===== config.mk =====
export PLATFORM = sky130hd
export DESIGN_NAME = fir_filter_11tap_saturating
export DESIGN_NICKNAME = d
export VERILOG_FILES = /design/src/hdl/fir11_pkg.sv /design/src/hdl/fir11_taps.sv /design/src/hdl/fir11_mac.sv /design/src/hdl/fir_filter_11tap_saturating.sv
export VERILOG_INCLUDE_DIRS = /design/src /design/src/hdl
export SDC_FILE = /design/constraint.sdc
export NUM_CORES = 1
export LEC_CHECK = 0
export BUFFER_PORTS_ARGS = -buffer_cell sky130_fd_sc_hd__buf_2
export CAP_MARGIN = 40
export CORE_MARGIN = 4
export CORE_UTILIZATION = 55
export DETAILED_ROUTE_END_ITERATION = 16
export PLACE_DENSITY = 0.75
export SETUP_SLACK_MARGIN = 0.15
export SLEW_MARGIN = 20
export SYNTH_ARGS = -nofsm -noshare
export SYNTH_HDL_FRONTEND = slang
export SYNTH_SLANG_ARGS = --single-unit
export TNS_END_PERCENT = 50

===== constraint.sdc =====
create_clock -name clk -period 7.7 [get_ports clk]
set_input_delay 0.385 -clock clk [delete_from_list [all_inputs] [get_ports clk]]
set_output_delay 0.385 -clock clk [all_outputs]
set_load 0.01 [all_outputs]

===== src/hdl/fir_filter_11tap_saturating_macros.svh =====
// assertion macros for the 11-tap fir filter
`ifndef FIR_FILTER_11TAP_SATURATING_MACROS_SVH
`define FIR_FILTER_11TAP_SATURATING_MACROS_SVH

// same-cycle implication, checked out of reset
`define FIR11_ASSERT_SAME(label, clk, rst_n, ante, cons) \
    label: assert property (@(posedge clk) disable iff (!rst_n) (ante) |-> (cons)) \
        else $error("fir11 same-cycle check failed");

// next-cycle implication, checked out of reset
`define FIR11_ASSERT_NEXT(label, clk, rst_n, ante, cons) \
    label: assert property (@(posedge clk) disable iff (!rst_n) (ante) |=> (cons)) \
        else $error("fir11 next-cycle check failed");

`endif


===== src/hdl/fir11_pkg.sv =====
// types and constants shared by the 11-tap fir filter modules
package fir11_pkg;

    localparam int NUM_TAPS = 11;
    localparam int TAP_IDX_W = 4;
    localparam int COEF_W = 8;
    localparam int COUNT_W = 4;
    // extra bits that an 11-term sum needs over one term
    localparam int SUM_GROWTH = 4;

    localparam logic [COUNT_W-1:0] FULL_COUNT = 4'd11;
    localparam logic [COUNT_W-1:0] PRE_FULL_COUNT = 4'd10;

    // pipeline control from the handshake logic
    typedef struct packed {
        logic accept;
        logic advance;
    } pipe_ctrl_t;

    // delay line status seen by the top level
    typedef struct packed {
        logic [COUNT_W-1:0] count;
        logic               full;
    } taps_status_t;

    // symmetric coefficient set
    function automatic logic signed [COEF_W-1:0] coef_of(input logic [TAP_IDX_W-1:0] idx);
        logic signed [COEF_W-1:0] c;
        case (idx)
            4'd0:    c = -8'sd1;
            4'd1:    c = -8'sd4;
            4'd2:    c = -8'sd7;
            4'd3:    c = 8'sd16;
            4'd4:    c = 8'sd70;
            4'd5:    c = 8'sd101;
            4'd6:    c = 8'sd70;
            4'd7:    c = 8'sd16;
            4'd8:    c = -8'sd7;
            4'd9:    c = -8'sd4;
            4'd10:   c = -8'sd1;
            default: c = 8'sd0;
        endcase
        return c;
    endfunction

endpackage


===== src/hdl/fir11_taps.sv =====
// delay line, valid sample count and per-transaction output flag
module fir11_taps
    import fir11_pkg::*;
#(
    parameter int SAMPLE_BITS = 9,
    parameter int INPUT_SHIFT = 4,
    parameter int TAP_W = SAMPLE_BITS - INPUT_SHIFT
)
(
    input  logic                                clk,
    input  logic                                rst_n,
    input  pipe_ctrl_t                          ctrl,
    input  logic signed [SAMPLE_BITS-1:0]       sample_in,
    input  logic                                valid_in,
    output logic        [NUM_TAPS-1:0][TAP_W-1:0] taps,
    output logic                                flag,
    output taps_status_t                        status
);

    logic [NUM_TAPS-1:0][TAP_W-1:0] delay_reg;
    logic [NUM_TAPS-1:0][TAP_W-1:0] delay_next;
    logic [COUNT_W-1:0]             count_reg;
    logic [COUNT_W-1:0]             count_next;
    logic                           flag_reg;
    logic                           flag_next;
    logic signed [SAMPLE_BITS-1:0]  sample_scaled;

    // scaled sample entering tap 0
    assign sample_scaled = sample_in >>> INPUT_SHIFT;

    // shift on a valid sample, count up to full
    always_comb
    begin
        delay_next = delay_reg;
        count_next = count_reg;
        flag_next  = flag_reg;
        if (ctrl.accept)
        begin
            flag_next = valid_in && (count_reg >= PRE_FULL_COUNT);
            if (valid_in)
            begin
                for (int i = NUM_TAPS - 1; i > 0; i--)
                begin
                    delay_next[i] = delay_reg[i-1];
                end
                delay_next[0] = sample_scaled[TAP_W-1:0];
                if (count_reg != FULL_COUNT)
                begin
                    count_next = count_reg + 1'b1;
                end
            end
        end
    end

    // state registers
    always_ff @(posedge clk or negedge rst_n)
    begin
        if (!rst_n)
        begin
            delay_reg <= '0;
            count_reg <= '0;
            flag_reg  <= 1'b0;
        end
        else
        begin
            delay_reg <= delay_next;
            count_reg <= count_next;
            flag_reg  <= flag_next;
        end
    end

    assign taps          = delay_reg;
    assign flag          = flag_reg;
    assign status.count  = count_reg;
    assign status.full   = (count_reg == FULL_COUNT);

endmodule


===== src/hdl/fir11_mac.sv =====
// coefficient products, sum, output scaling, saturation and result register
module fir11_mac
    import fir11_pkg::*;
#(
    parameter int SAMPLE_BITS = 9,
    parameter int INPUT_SHIFT = 4,
    parameter int PRODUCT_SHIFT = 6,
    parameter int TAP_W = SAMPLE_BITS - INPUT_SHIFT
)
(
    input  logic                                  clk,
    input  pipe_ctrl_t                            ctrl,
    input  logic        [NUM_TAPS-1:0][TAP_W-1:0] taps,
    input  logic                                  flag,
    output logic signed [SAMPLE_BITS-1:0]         filtered_out,
    output logic                                  valid_out
);

    localparam int PROD_W = TAP_W + COEF_W;
    localparam int ACC_W = PROD_W + SUM_GROWTH;
    localparam int OUT_SCALE = PRODUCT_SHIFT + INPUT_SHIFT + 1 - SAMPLE_BITS;
    localparam int LSH = (OUT_SCALE > 0) ? OUT_SCALE : 0;
    localparam int RSH = (OUT_SCALE < 0) ? -OUT_SCALE : 0;
    localparam int SCALED_W = ACC_W + LSH;

    logic signed [PROD_W-1:0]      prod_shifted [NUM_TAPS];
    logic signed [ACC_W-1:0]       acc;
    logic signed [ACC_W-1:0]       acc_rsh;
    logic signed [SCALED_W-1:0]    scaled;
    logic                          in_range;
    logic signed [SAMPLE_BITS-1:0] sat_value;
    logic signed [SAMPLE_BITS-1:0] filtered_reg;
    logic                          valid_reg;

    // one constant multiply per tap, floor-shifted
    for (genvar g = 0; g < NUM_TAPS; g++)
    begin : g_tap
        logic signed [PROD_W-1:0] tap_ext;
        logic signed [PROD_W-1:0] coef_ext;
        logic signed [PROD_W-1:0] prod;
        assign tap_ext  = PROD_W'($signed(taps[g]));
        assign coef_ext = PROD_W'(coef_of(TAP_IDX_W'(g)));
        assign prod     = tap_ext * coef_ext;
        assign prod_shifted[g] = prod >>> PRODUCT_SHIFT;
    end

    // sum of the shifted products
    always_comb
    begin
        acc = '0;
        for (int i = 0; i < NUM_TAPS; i++)
        begin
            acc = acc + ACC_W'(prod_shifted[i]);
        end
    end

    // output scaling
    assign acc_rsh = acc >>> RSH;
    assign scaled  = SCALED_W'(acc_rsh) <<< LSH;

    // saturate to the sample range
    assign in_range = (scaled[SCALED_W-1:SAMPLE_BITS-1] == '0)
                   || (scaled[SCALED_W-1:SAMPLE_BITS-1] == '1);

    always_comb
    begin
        if (in_range)
        begin
            sat_value = scaled[SAMPLE_BITS-1:0];
        end
        else if (scaled[SCALED_W-1])
        begin
            sat_value = {1'b1, {(SAMPLE_BITS-1){1'b0}}};
        end
        else
        begin
            sat_value = {1'b0, {(SAMPLE_BITS-1){1'b1}}};
        end
    end

    // result register, loaded as the item moves out of the delay stage
    always_ff @(posedge clk)
    begin
        if (ctrl.advance)
        begin
            filtered_reg <= sat_value;
            valid_reg    <= flag;
        end
    end

    assign filtered_out = filtered_reg;
    assign valid_out    = valid_reg;

endmodule


===== src/hdl/fir_filter_11tap_saturating.sv =====
// 11-tap saturating fir filter, top level with transaction handshake
// One result transaction per input transaction, sustained at one per clock cycle while
// the output does not stall. The delay line register takes the sample, then the eleven
// constant multiplies, the sum and the saturation settle into the result register.
// Input is stalled only while both the delay stage and the result register hold
// transactions and the output side stalls. Invalid samples (valid_in low) leave the
// delay line untouched but still give a result computed from it, with valid_out low.
`include "fir_filter_11tap_saturating_macros.svh"

module fir_filter_11tap_saturating
    import fir11_pkg::*;
#(
    parameter int SAMPLE_BITS = 9,
    parameter int INPUT_SHIFT = 4,
    parameter int PRODUCT_SHIFT = 6
)
(
    input  logic                          clk,
    input  logic                          rst_n,
    input  logic                          in_valid,
    output logic                          in_stall,
    input  logic signed [SAMPLE_BITS-1:0] sample_in,
    input  logic                          valid_in,
    output logic                          out_valid,
    input  logic                          out_stall,
    output logic signed [SAMPLE_BITS-1:0] filtered_out,
    output logic                          valid_out
);

    localparam int TAP_W = SAMPLE_BITS - INPUT_SHIFT;

    logic                           stage_a_reg;
    logic                           stage_a_next;
    logic                           stage_b_reg;
    logic                           stage_b_next;
    pipe_ctrl_t                     ctrl;
    taps_status_t                   status;
    logic [NUM_TAPS-1:0][TAP_W-1:0] taps;
    logic                           flag;

    // handshake and pipeline advance
    assign in_stall     = stage_a_reg && stage_b_reg && out_stall;
    assign ctrl.accept  = in_valid && !in_stall;
    assign ctrl.advance = stage_a_reg && (!stage_b_reg || !out_stall);
    assign out_valid    = stage_b_reg;

    always_comb
    begin
        stage_a_next = stage_a_reg;
        stage_b_next = stage_b_reg;
        if (ctrl.accept)
        begin
            stage_a_next = 1'b1;
        end
        else if (ctrl.advance)
        begin
            stage_a_next = 1'b0;
        end
        if (ctrl.advance)
        begin
            stage_b_next = 1'b1;
        end
        else if (out_valid && !out_stall)
        begin
            stage_b_next = 1'b0;
        end
    end

    // stage occupancy
    always_ff @(posedge clk or negedge rst_n)
    begin
        if (!rst_n)
        begin
            stage_a_reg <= 1'b0;
            stage_b_reg <= 1'b0;
        end
        else
        begin
            stage_a_reg <= stage_a_next;
            stage_b_reg <= stage_b_next;
        end
    end

    fir11_taps #(
        .SAMPLE_BITS (SAMPLE_BITS),
        .INPUT_SHIFT (INPUT_SHIFT),
        .TAP_W       (TAP_W)
    ) u_taps (
        .clk       (clk),
        .rst_n     (rst_n),
        .ctrl      (ctrl),
        .sample_in (sample_in),
        .valid_in  (valid_in),
        .taps      (taps),
        .flag      (flag),
        .status    (status)
    );

    fir11_mac #(
        .SAMPLE_BITS   (SAMPLE_BITS),
        .INPUT_SHIFT   (INPUT_SHIFT),
        .PRODUCT_SHIFT (PRODUCT_SHIFT),
        .TAP_W         (TAP_W)
    ) u_mac (
        .clk          (clk),
        .ctrl         (ctrl),
        .taps         (taps),
        .flag         (flag),
        .filtered_out (filtered_out),
        .valid_out    (valid_out)
    );

    // checks
    `FIR11_ASSERT_SAME(a_valid_out_full, clk, rst_n, out_valid && valid_out, status.full)
    `FIR11_ASSERT_SAME(a_count_bound, clk, rst_n, 1'b1, status.count <= FULL_COUNT)
    `FIR11_ASSERT_NEXT(a_hold_on_invalid, clk, rst_n, ctrl.accept && !valid_in, $stable(taps))
    `FIR11_ASSERT_NEXT(a_result_follows, clk, rst_n, ctrl.advance, out_valid)

endmodule

-- After elaboration in Yosys (flattened, before gate mapping)
Cells that the tools add are included.
- $mul: 5
- $lt $le $gt $ge: 1
- reduce and logical (&&, ||, !) cells: 16
- eq/ne operators: 2
- multiplexer cells: 6
- add/subtract/negate cells: 15
- operators with widths (kind ; number):
    $add 17x7->17 ; 5
    $add 17x3->17 ; 3
    $neg 5->13 ; 2
    $mul 5x7->12 const B ; 2
    $neg 5->11 ; 2
    $mul 5x4->9 const B ; 2
    $mux 9 ; 2
    $mul 5x8->13 const B ; 1
    $eq 11x11->1 const B ; 1
    $logic_not 11->1 ; 1
    $add 8x3->9 ; 1
    $add 7x7->8 ; 1
    $logic_and 1x1->1 ; 6
    $add 4x1->4 const B ; 1
    $ge 4x4->1 const B ; 1
    $mux 1 ; 4
    $ne 4x4->1 const B ; 1
    $reduce_bool 2->1 ; 2
    $logic_not 1->1 ; 3
    $reduce_and 3->1 ; 1
    $logic_or 1x1->1 ; 2
    $reduce_and 2->1 ; 1
- flip-flop bits (word level): 72
- input port bits: 14
- output and inout bits: 12

-- Depth between registers and ports, before layout
Gate-level depths: netlist of run 1.
- depth after elaboration: 14
- mapped depth: 33
- gate-level depth less buffers: 33

-- Cells and area by module
Synthesis of run 1 repeated with hierarchy kept, for this count alone.
- cells, all modules: 594
- area, all modules: 6832.8 um^2
- by module, submodules not included (module ; seq. area each (um^2) ; instances ; cells each ; area an instance (um^2)):
    fir11_mac ; 270.3 ; 1 ; 448 ; 4400.5
    fir11_taps ; 1501.4 ; 1 ; 138 ; 2339.7
    fir_filter_11tap_saturating ; 50.0 ; 1 ; 8 ; 92.6

-- Worst setup path after synthesis of run 1
OpenSTA, ideal clock, no wires.
- path type: reg-to-reg
- from: register u_taps.delay_reg, in the netlist u_taps.taps[14]
- to: register u_mac.filtered_reg[2], in the netlist u_mac.filtered_out[2] (data pin)
- data arrival time: 7.405 ns
- buffers on the path: 0
- required time: 7.446 ns
- clock period less this slack: 7.659 ns
- setup time: 0.254 ns
- slack: 0.041 ns
- cell stages (with the launch flop): 31
- path through: dfrtp_1 ha_1 fa_1 ha_1 a21oi_1 o21bai_1 xnor2_1 inv_2 xnor2_1 ha_1 or2_2 ha_1 a21oi_1 nor2b_1 o21a_1 o21ai_0 a31oi_1 fa_1 inv_1 fa_1 fa_1 inv_1 fa_1 inv_1 ha_1 a21o_1 a31oi_4 xnor2_1 nor4_2 a41oi_4 a21o_1
- cells in the longest elaborated chain, start to end: 13
- elaborated cells between the ends (all ways): 15
- ends and longest elaborated chain (element ; RTL line ; source):
    start, declared ; fir11_taps.sv:20 ; logic [NUM_TAPS-1:0][TAP_W-1:0] delay_reg;
    start signal, assigned ; fir11_taps.sv:66 ; delay_reg <= delay_next;
    $mul 5x4->9 (*) ; fir11_mac.sv:43 ; assign prod = tap_ext * coef_ext;
    $add 8x3->9 (*) ; fir11_mac.sv:53 ; acc = acc + ACC_W'(prod_shifted[i]);
    $add 17x3->17 (*) ; fir11_mac.sv:53 ;
    $add 17x7->17 (*) (3 in series) ; fir11_mac.sv:53 ;
    $add 17x3->17 (*) (2 in series) ; fir11_mac.sv:53 ;
    $add 17x7->17 (*) (2 in series) ; fir11_mac.sv:53 ;
    $eq 11x11->1 / $logic_not 11->1 (equally long branches) ; fir11_mac.sv:63, fir11_mac.sv:62 ;
    $logic_or 1x1->1 ; fir11_mac.sv:63 ; || (scaled[SCALED_W-1:SAMPLE_BITS-1] == '1);
    $mux 9 (*) ; fir11_mac.sv:67 ; if (in_range)
    named net u_mac.sat_value[2] ; fir11_mac.sv:31 ; logic signed [SAMPLE_BITS-1:0] sat_value;
    end signal, assigned ; fir11_mac.sv:86 ; filtered_reg <= sat_value;
    end, declared ; fir11_mac.sv:32 ; logic signed [SAMPLE_BITS-1:0] filtered_reg;
The timed path passes the listed nets; every way through them passes the cells marked *.
A chain may end at the register's enable or synchronous reset.

-- Worst setup path after layout of run 1
Ends and elaborated chain as after synthesis.

==> flow_summary.toml, run 1 <==
[critical_path]
reg2reg_to = "u_mac.filtered_out[2]"
cp-end-kind = "register"
r2r_start = "u_taps.taps[14]"
cp.arrival_ns = 7.71
slowest_delay_ns = 0.56
crit_path_frequent_cell = "ha_4"
timing.reg2reg.setup_slack_ns = 0.19
ff2ff_path_depth = 32
crit_path_start_kind = "register"
critPathSlowestCell = "fa_2"
worstSetupPathType = "reg -> reg"
worstPathRequired_ns = 7.90
cp_max_fo = 6

[min_path]
holdPathStages = 3
min_to = "u_taps.taps[1]"
hold_class = "in -> reg"
worstHoldStart = "sample_in[5]"

[floorplanning]
die_x_um = 118
die_h_um = 118
fp.coreArea_um2 = 11600
initial_core_util = 0.573
fp-row-count = 39
die_area_um2 = 13900
io_pins = 26

[grt]
grt_util_all_layers = 0.206
grt_antenna_before_repair = 0
grt_max_degree = 63
grt-ovfl-total = 0
grt_pass1_wl_mm = 23.2
grt_pass1_vias = 4958

[routing]
drt-initial-drc-count = 208
drc = 0
viasPerCell = 5.44
drtAntennaViolNets = 0
vias = 4633
wl_per_cell_um = 16.0
dr.pass1.iters = 4
finalWirelength_mm = 13.6

[synth]
synth_cell_type_count = 53
syn-cell-area_um2 = 6660
synth_cells = 657
avgSynthCellArea_um2 = 10.1
synth_top_area_cell = "dfrtp_1"
ys_ff_latch = 71
synthTopCellsByCount = "110 x nand2_1, 96 x inv_1, 93 x ha_1"
synth_edf_count = 9
async_flop_share = 0.873
ys_warn_count = 0
ys.flop_type = "dfrtp_1"
yosys-top-cells-area = "dfrtp_1 23%, fa_1 21%, ha_1 17%, nand2_1 6.2%, inv_1 5.4%"
synth_nets = 835
ys_seq_area_frac = 0.274
synth_top_area_share = 0.233
synth_most_common_cell = "nand2_1"

[layout]
fin_nets = 881
n_antenna_cell = 0
seq_area_um2 = 1820
multi_input_area_um2 = 4800
fill_cells = 815
drive_above_1_share = 0.199
area_growth_pct = 17.9
largest_reg_flops = 55
layout.cells.non_filler = 851

[clock_network]
clkLatencyLatePin_ns = 0.33
cts_made_buffers = 9
clockBufferDepth = 2
cts_tree = "yes"
clkTransAtPathRegs_ns = 0.06
h-tree-depth = 3
clock-root-buffer = "clkbuf_16"
clock-sinks = 71

[sta]
max_freq_ghz = 0.133
setup_violations = 0
min_period_over_period = 0.975
rsz0062_at_grt = "yes"
relSlewSlack = 0.447
fin_skew_ns = 0.0107
worst_pin_slew_ns = 0.819
hold_violations = 0
fin_crit_ns = 7.51
drv_slew = 0

[run_status]
status = "finished clean"

[placed_design]
post-place-cells = 817
gp_congestion = 0.874
port-buffer-count = 21
dp_hpwl_mm = 10.0

[run]
max_cap_viol_count = 0
-- layer usage --
metal	vias to the layer above	global-route usage	wire length [um]
met5	-	0	0
met4	0	0.0703	285
met3	24	0.0490	570
met2	82	0.365	7390
met1	2295	0.245	5400
li1	2232	-	-
-- worst max path at each step --
stage                               start               endpoint  cells after the start
final                     u_taps.taps[14]  u_mac.filtered_out[2]                     32
after global routing      u_taps.taps[14]  u_mac.filtered_out[2]                     32
after CTS                 u_taps.taps[14]  u_mac.filtered_out[2]                     31
after detailed placement  u_taps.taps[14]  u_mac.filtered_out[2]                     31
after global placement    u_taps.taps[14]  u_mac.filtered_out[3]                     31
after floorplan           u_taps.taps[14]  u_mac.filtered_out[2]                     31
-- worst max-delay path, delay by kind of cell, from the launching register on --
kind | cells | cell delay, ns
AO/OA/AOI/OAI | 11 | 1.99
XOR/XNOR | 4 | 0.58
adder cells (fa/ha/maj) | 10 | 3.70
buffers and inverters | 5 | 0.45
flip-flops | 1 | 0.44
AND/OR/NAND/NOR | 2 | 0.20
-- through the flow --
| step | cell area, um2 | hold slack, ns | worst slack, ns | utilization | setup TNS (ns) |
|---|---|---|---|---|---|
| floorplan | 6670 | 0.0894 | 0.171 | - | 0 |
| global placement | 6960 | 0.436 | 0.0525 | 0.599 | 0 |
| detailed placement | 6980 | 0.443 | -0.175 | 0.601 | -1.01 |
| CTS | 7570 | 0.227 | 0.101 | 0.652 | 0 |
| global route | 7850 | 0.252 | -0.0761 | 0.676 | -0.311 |
| finish | 7850 | 0.239 | 0.191 | 0.676 | 0 |
-- placed cells by master (no fill, tap or decap), types with 6 or more instances in the layout --
| master | Yosys | routed |
|---|---|---|
| ha_1 | 93 | 80 |
| buf_2 | 0 | 21 |
| nor2_1 | 19 | 16 |
| o21ai_0 | 41 | 39 |
| inv_2 | 1 | 10 |
| o21a_1 | 7 | 6 |
| dfrtp_1 | 62 | 61 |
| fa_1 | 71 | 64 |
| xnor2_1 | 24 | 17 |
| a21o_1 | 12 | 12 |
| edfxtp_1 | 9 | 9 |
| clkbuf_16 | 0 | 9 |
| fa_2 | 0 | 7 |
| buf_4 | 1 | 19 |
| inv_1 | 96 | 87 |
| xor2_1 | 17 | 16 |
| xnor2_2 | 1 | 8 |
| ha_4 | 0 | 11 |
| nand2_1 | 110 | 109 |
-- what timing repair did --
item | in CTS | in global routing
setup buffers | 10 | 5
endpoints found under the setup margin | 7 | 8
resized for setup | 37 | 40
endpoints found under the hold margin | 0 | 2
hold buffers | 0 | 1
pin swaps | 41 | 54
-- logic make-up after synthesis --
| kind of cell | count (synthesis) | share of synthesized area |
|---|---|---|
| flops | 71 | 0.274 |
| fa+ha+maj | 164 | 0.388 |
| compound gates | 100 | 0.105 |
| buf+inv | 110 | 0.0626 |
| mux | 1 | 0.00169 |
| simple gates | 169 | 0.113 |
| xor+xnor | 42 | 0.0564 |
-- layout make-up --
| cell class | count | share of cell area |
|---|---|---|
| clock inverters | 3 | 0.00574 |
| well taps | 143 | 0.0228 |
| repair buffers | 48 | 0.0453 |
| clock buffers | 13 | 0.0357 |
| flip-flops and latches | 71 | 0.232 |
| multi-input cells | 476 | 0.612 |
| inverters | 97 | 0.0464 |
Power of run 1 is left out: the tool's default activity adds up to more than one toggle a clock period on the data nets, which glitch-free logic cannot reach.
==> run 2: changes to the inputs <==
--- a/config.mk
+++ b/config.mk
@@ -10,6 +10,7 @@
 export CAP_MARGIN = 40
 export CORE_MARGIN = 4
 export CORE_UTILIZATION = 55
+export CTS_BUF_LIST = sky130_fd_sc_hd__clkbuf_2
 export DETAILED_ROUTE_END_ITERATION = 16
 export PLACE_DENSITY = 0.75
 export SETUP_SLACK_MARGIN = 0.15
==> flow_summary.toml, run 2 (synthesis gave the netlist of run 1 again) <==
[layout]
fill_cells = 890
n_antenna_cell = 0
seq_area_um2 = 1820
layout.cells.non_filler = 848
multi_input_area_um2 = 4690
drive_above_1_share = 0.169
fin_nets = 878
final_cell_mix = "109 x nand2_1, 87 x inv_1, 80 x ha_1, 67 x fa_1, 62 x dfrtp_1"
largest_reg_flops = 55
layout.cells.most_common = "nand2_1"
area_growth_pct = 12.5

[critical_path]
timing.reg2reg.setup_slack_ns = 0.03
critPathSlowestCell = "fa_1"
cp_max_fo = 7
worstPathRequired_ns = 7.98
cp-end-kind = "register"
crit_path_start_kind = "register"
reg2reg_to = "u_mac.filtered_out[2]"
cp.arrival_ns = 7.95
worstSetupPathType = "reg -> reg"
r2r_start = "u_taps.taps[14]"
slowest_delay_ns = 0.59
crit_path_frequent_cell = "fa_1"
ff2ff_path_depth = 28

[grt]
grt_util_all_layers = 0.201
grt_antenna_before_repair = 0
grt_max_degree = 63
grt_pass1_vias = 4871
grt-ovfl-total = 0
grt_pass1_wl_mm = 22.8

[floorplanning]
die_x_um = 118
die_area_um2 = 13900
die_h_um = 118
initial_core_util = 0.573
fp.coreArea_um2 = 11600
fp-row-count = 39
io_pins = 26

[routing]
drt-initial-drc-count = 265
finalWirelength_mm = 13.2
drc = 0
viasPerCell = 5.35
drtAntennaViolNets = 0
wl_per_cell_um = 15.6
vias = 4536
dr.pass1.iters = 6

[sta]
worst_pin_slew_ns = 0.720
fin_crit_ns = 7.67
min_period_over_period = 0.997
rsz0062_at_grt = "yes"
hold_violations = 0
setup_violations = 0
max_freq_ghz = 0.130
relSlewSlack = 0.514
holdWs_ns = 0.0474
drv_slew = 0
fin_skew_ns = 0.0324

[clock_network]
clkLatencyLatePin_ns = 0.52
h-tree-depth = 3
clock-sinks = 71
clockBufferDepth = 2
cts_tree = "yes"
clock-root-buffer = "clkbuf_2"
clkTransAtPathRegs_ns = 0.19
cts_made_buffers = 9

[placed_design]
post-place-cells = 817
port-buffer-count = 21
gp_congestion = 0.874
dp_hpwl_mm = 10.0

[run]
max_cap_viol_count = 0

[min_path]
worstHoldStart = "sample_in[5]"
min_to = "u_taps.taps[1]"
hold_class = "in -> reg"
holdPathStages = 3

[run_status]
status = "finished clean"
[run 2: cell type report]
type	instances	area share
sequential	71	0.243
timing repair buffer	45	0.0436
clock inverter	7	0.00802
clock buffer	9	0.00602
inverter	97	0.0486
tap	143	0.0239
multi-input combinational	476	0.627
[run 2: stage by stage]
stage / setup TNS [ns] / worst slack (ns) / instance area [um2] / utilization
after global routing: -1.20 / -0.224 / 7490 / 0.645
after detailed placement: -1.01 / -0.175 / 6980 / 0.601
after floorplan: 0 / 0.171 / 6670 / -
after global placement: 0 / 0.0525 / 6960 / 0.599
after CTS: 0 / 0.0715 / 7270 / 0.626
final: 0 / 0.0258 / 7490 / 0.645
[run 2: timing repair]
action	CTS	global route
hold endpoints to repair	13	0
setup endpoints to repair	7	8
setup buffers	6	5
gates resized for setup	23	30
pin swaps	33	36
hold buffers	1	0
[run 2: worst max-delay path: cells and delay by family, from the launching register on]
| kind | cells | cell delay [ns] |
|---|---|---|
| xor+xnor | 1 | 0.10 |
| fa+ha+maj | 12 | 4.62 |
| flops | 1 | 0.46 |
| simple gates | 2 | 0.42 |
| buf+inv | 7 | 0.43 |
| compound gates | 6 | 1.41 |
[run 2: how the worst max path moves through the flow]
stage	from	end	slack, ns
2_1_floorplan	u_taps.taps[14]	u_mac.filtered_out[2]	0.17
3_3_place_gp	u_taps.taps[14]	u_mac.filtered_out[3]	0.05
3_5_place_dp	u_taps.taps[14]	u_mac.filtered_out[2]	-0.17
4_1_cts	u_taps.taps[14]	u_mac.filtered_out[2]	0.07
5_1_grt	u_taps.taps[14]	u_mac.filtered_out[2]	-0.22
6_report	u_taps.taps[14]	u_mac.filtered_out[2]	0.03
[run 2: per-layer routing]
layer / track usage / vias up / wire length (um)
met4: 0.0630 / 0 / 304
li1: - / 2216 / -
met5: 0 / - / 0
met3: 0.0327 / 25 / 460
met2: 0.363 / 68 / 7020
met1: 0.247 / 2227 / 5420
Power of run 2 is left out for the same reason.
==> run 3: changes to the inputs <==
--- a/config.mk
+++ b/config.mk
@@ -14,7 +14,6 @@
 export DETAILED_ROUTE_END_ITERATION = 16
 export PLACE_DENSITY = 0.75
 export SETUP_SLACK_MARGIN = 0.15
-export SLEW_MARGIN = 20
 export SYNTH_ARGS = -nofsm -noshare
 export SYNTH_HDL_FRONTEND = slang
 export SYNTH_SLANG_ARGS = --single-unit
==> constraint.sdc (replaced) <==
create_clock -name clk -period 7.7 [get_ports clk]
set_input_delay 2.31 -clock clk [delete_from_list [all_inputs] [get_ports clk]]
set_output_delay 2.31 -clock clk [all_outputs]
set_load 0.01 [all_outputs]
==> flow_summary.toml, run 3 (synthesis gave the netlist of run 1 again) <==
[run_status]
status = "finished clean"

[critical_path]
r2r_start = "u_taps.taps[14]"
cp.arrival_ns = 7.94
critPathSlowestCell = "fa_1"
crit_path_start_kind = "register"
worstPathRequired_ns = 8.00
crit_start = "u_taps.taps[14]"
cp-end-kind = "register"
worstSetupPathType = "reg -> reg"
slowest_delay_ns = 0.55
crit_path_frequent_cell = "fa_1"
cp_max_fo = 7

[floorplanning]
fp.coreArea_um2 = 11600
initial_core_util = 0.573
fp-row-count = 39
die_x_um = 118
die_area_um2 = 13900
io_pins = 26
die_h_um = 118

[min_path]
worstHoldStart = "u_taps.flag"
hold_class = "reg -> reg"

[clock_network]
clock-sinks = 71
clockBufferDepth = 2
clock-root-buffer = "clkbuf_2"
h-tree-depth = 3
postCtsHoldBufs = 0
clkLatencyLatePin_ns = 0.54
cts_made_buffers = 9
cts_tree = "yes"
clkTransAtPathRegs_ns = 0.23

[layout]
area_growth_pct = 13.7
multi_input_area_um2 = 4790
layout.cells.most_common = "nand2_1"
fill_cells = 892
final_util = 0.652
n_antenna_cell = 0
largest_reg_flops = 55
final_cell_mix = "109 x nand2_1, 89 x inv_1, 77 x ha_1, 66 x fa_1, 62 x dfrtp_1"
seq_area_um2 = 1820
fin_nets = 878
layout.cells.non_filler = 848
drive_above_1_share = 0.189

[routing]
dr.pass1.iters = 5
drtAntennaViolNets = 0
viasPerCell = 5.41
drc = 0
finalWirelength_mm = 13.5
wl_per_cell_um = 15.9
drt-initial-drc-count = 230
vias = 4589

[sta]
fin_crit_ns = 7.64
fin_skew_ns = 0.0292
drv_slew = 0
relSlewSlack = 0.418
setup_violations = 0
rsz0062_at_grt = "yes"
worst_pin_slew_ns = 0.862
min_period_over_period = 0.992
max_freq_ghz = 0.131
hold_violations = 0

[placed_design]
dp_hpwl_mm = 10.1
post-place-cells = 820
port-buffer-count = 21
gp_congestion = 0.878

[grt]
grt_pass1_wl_mm = 22.5
grt_antenna_before_repair = 0
grt_util_all_layers = 0.199
grt_max_degree = 63
grt-ovfl-total = 0
grt_pass1_vias = 4886

[run]
max_cap_viol_count = 0
## run 3: cell count changes in the layout (fill, tap and decap cells not counted), moves of 2 or more
cell      before  now
clkinv_2       0    3
inv_1         87   89
ha_1          80   77
buf_6          3    1
ha_4           9   12
clkbuf_2      11    9
buf_4         16   22
inv_2         10    8
clkinv_1       4    0
## run 3: final timing paths
path	depth (start not counted)	end	slack, ns
max in group asynchronous	2	u_taps.count_reg[1]	5.31
hold / removal	0	u_mac.valid_out	0.50
setup / recovery	31	u_mac.filtered_out[2]	0.06
hold reg to reg	0	u_mac.valid_out	0.50
setup reg to reg	31	u_mac.filtered_out[2]	0.06
min in group asynchronous	2	u_taps.count_reg[3]	1.90
## run 3: metrics by stage
step	setup TNS [ns]	setup WS (ns)	area, um2	hold WS [ns]
6_report	0	0.0590	7570	0.500
5_1_grt	-1.18	-0.199	7570	0.534
4_1_cts	0	0.152	7310	0.504
3_5_place_dp	-1.83	-0.288	7000	0.455
3_3_place_gp	0	0.00635	6980	0.435
2_1_floorplan	0	0.171	6670	0.425
## run 3: cell type report
type / instances / share of cell area
Multi-Input combinational cell: 476 / 0.632
Sequential cell: 71 / 0.241
Inverter: 97 / 0.0481
Timing Repair Buffer: 45 / 0.0398
Tap cell: 143 / 0.0236
Clock inverter: 7 / 0.00959
Clock buffer: 9 / 0.00595
## run 3: critical path, delay by kind of cell, from the launching register on
family / cells / cell delay (ns)
flip-flops: 1 / 0.48
buffers and inverters: 4 / 0.36
AO/OA/AOI/OAI: 9 / 1.69
adder cells (fa/ha/maj): 10 / 3.80
XOR/XNOR: 4 / 0.62
AND/OR/NAND/NOR: 4 / 0.46
## run 3: timing repair
action	in CTS	in global routing
pin swaps	24	45
setup endpoints to repair	7	7
gates resized for setup	20	45
setup buffers	6	6
## run 3: per-layer routing
layer  global-route usage  vias up  share of wire
li1                     -     2215              -
met1                0.252     2267           0.42
met2                0.349       72           0.52
met3               0.0303       35          0.028
met4               0.0652        0          0.030
met5                    0        -              0
Power of run 3 is left out for the same reason.
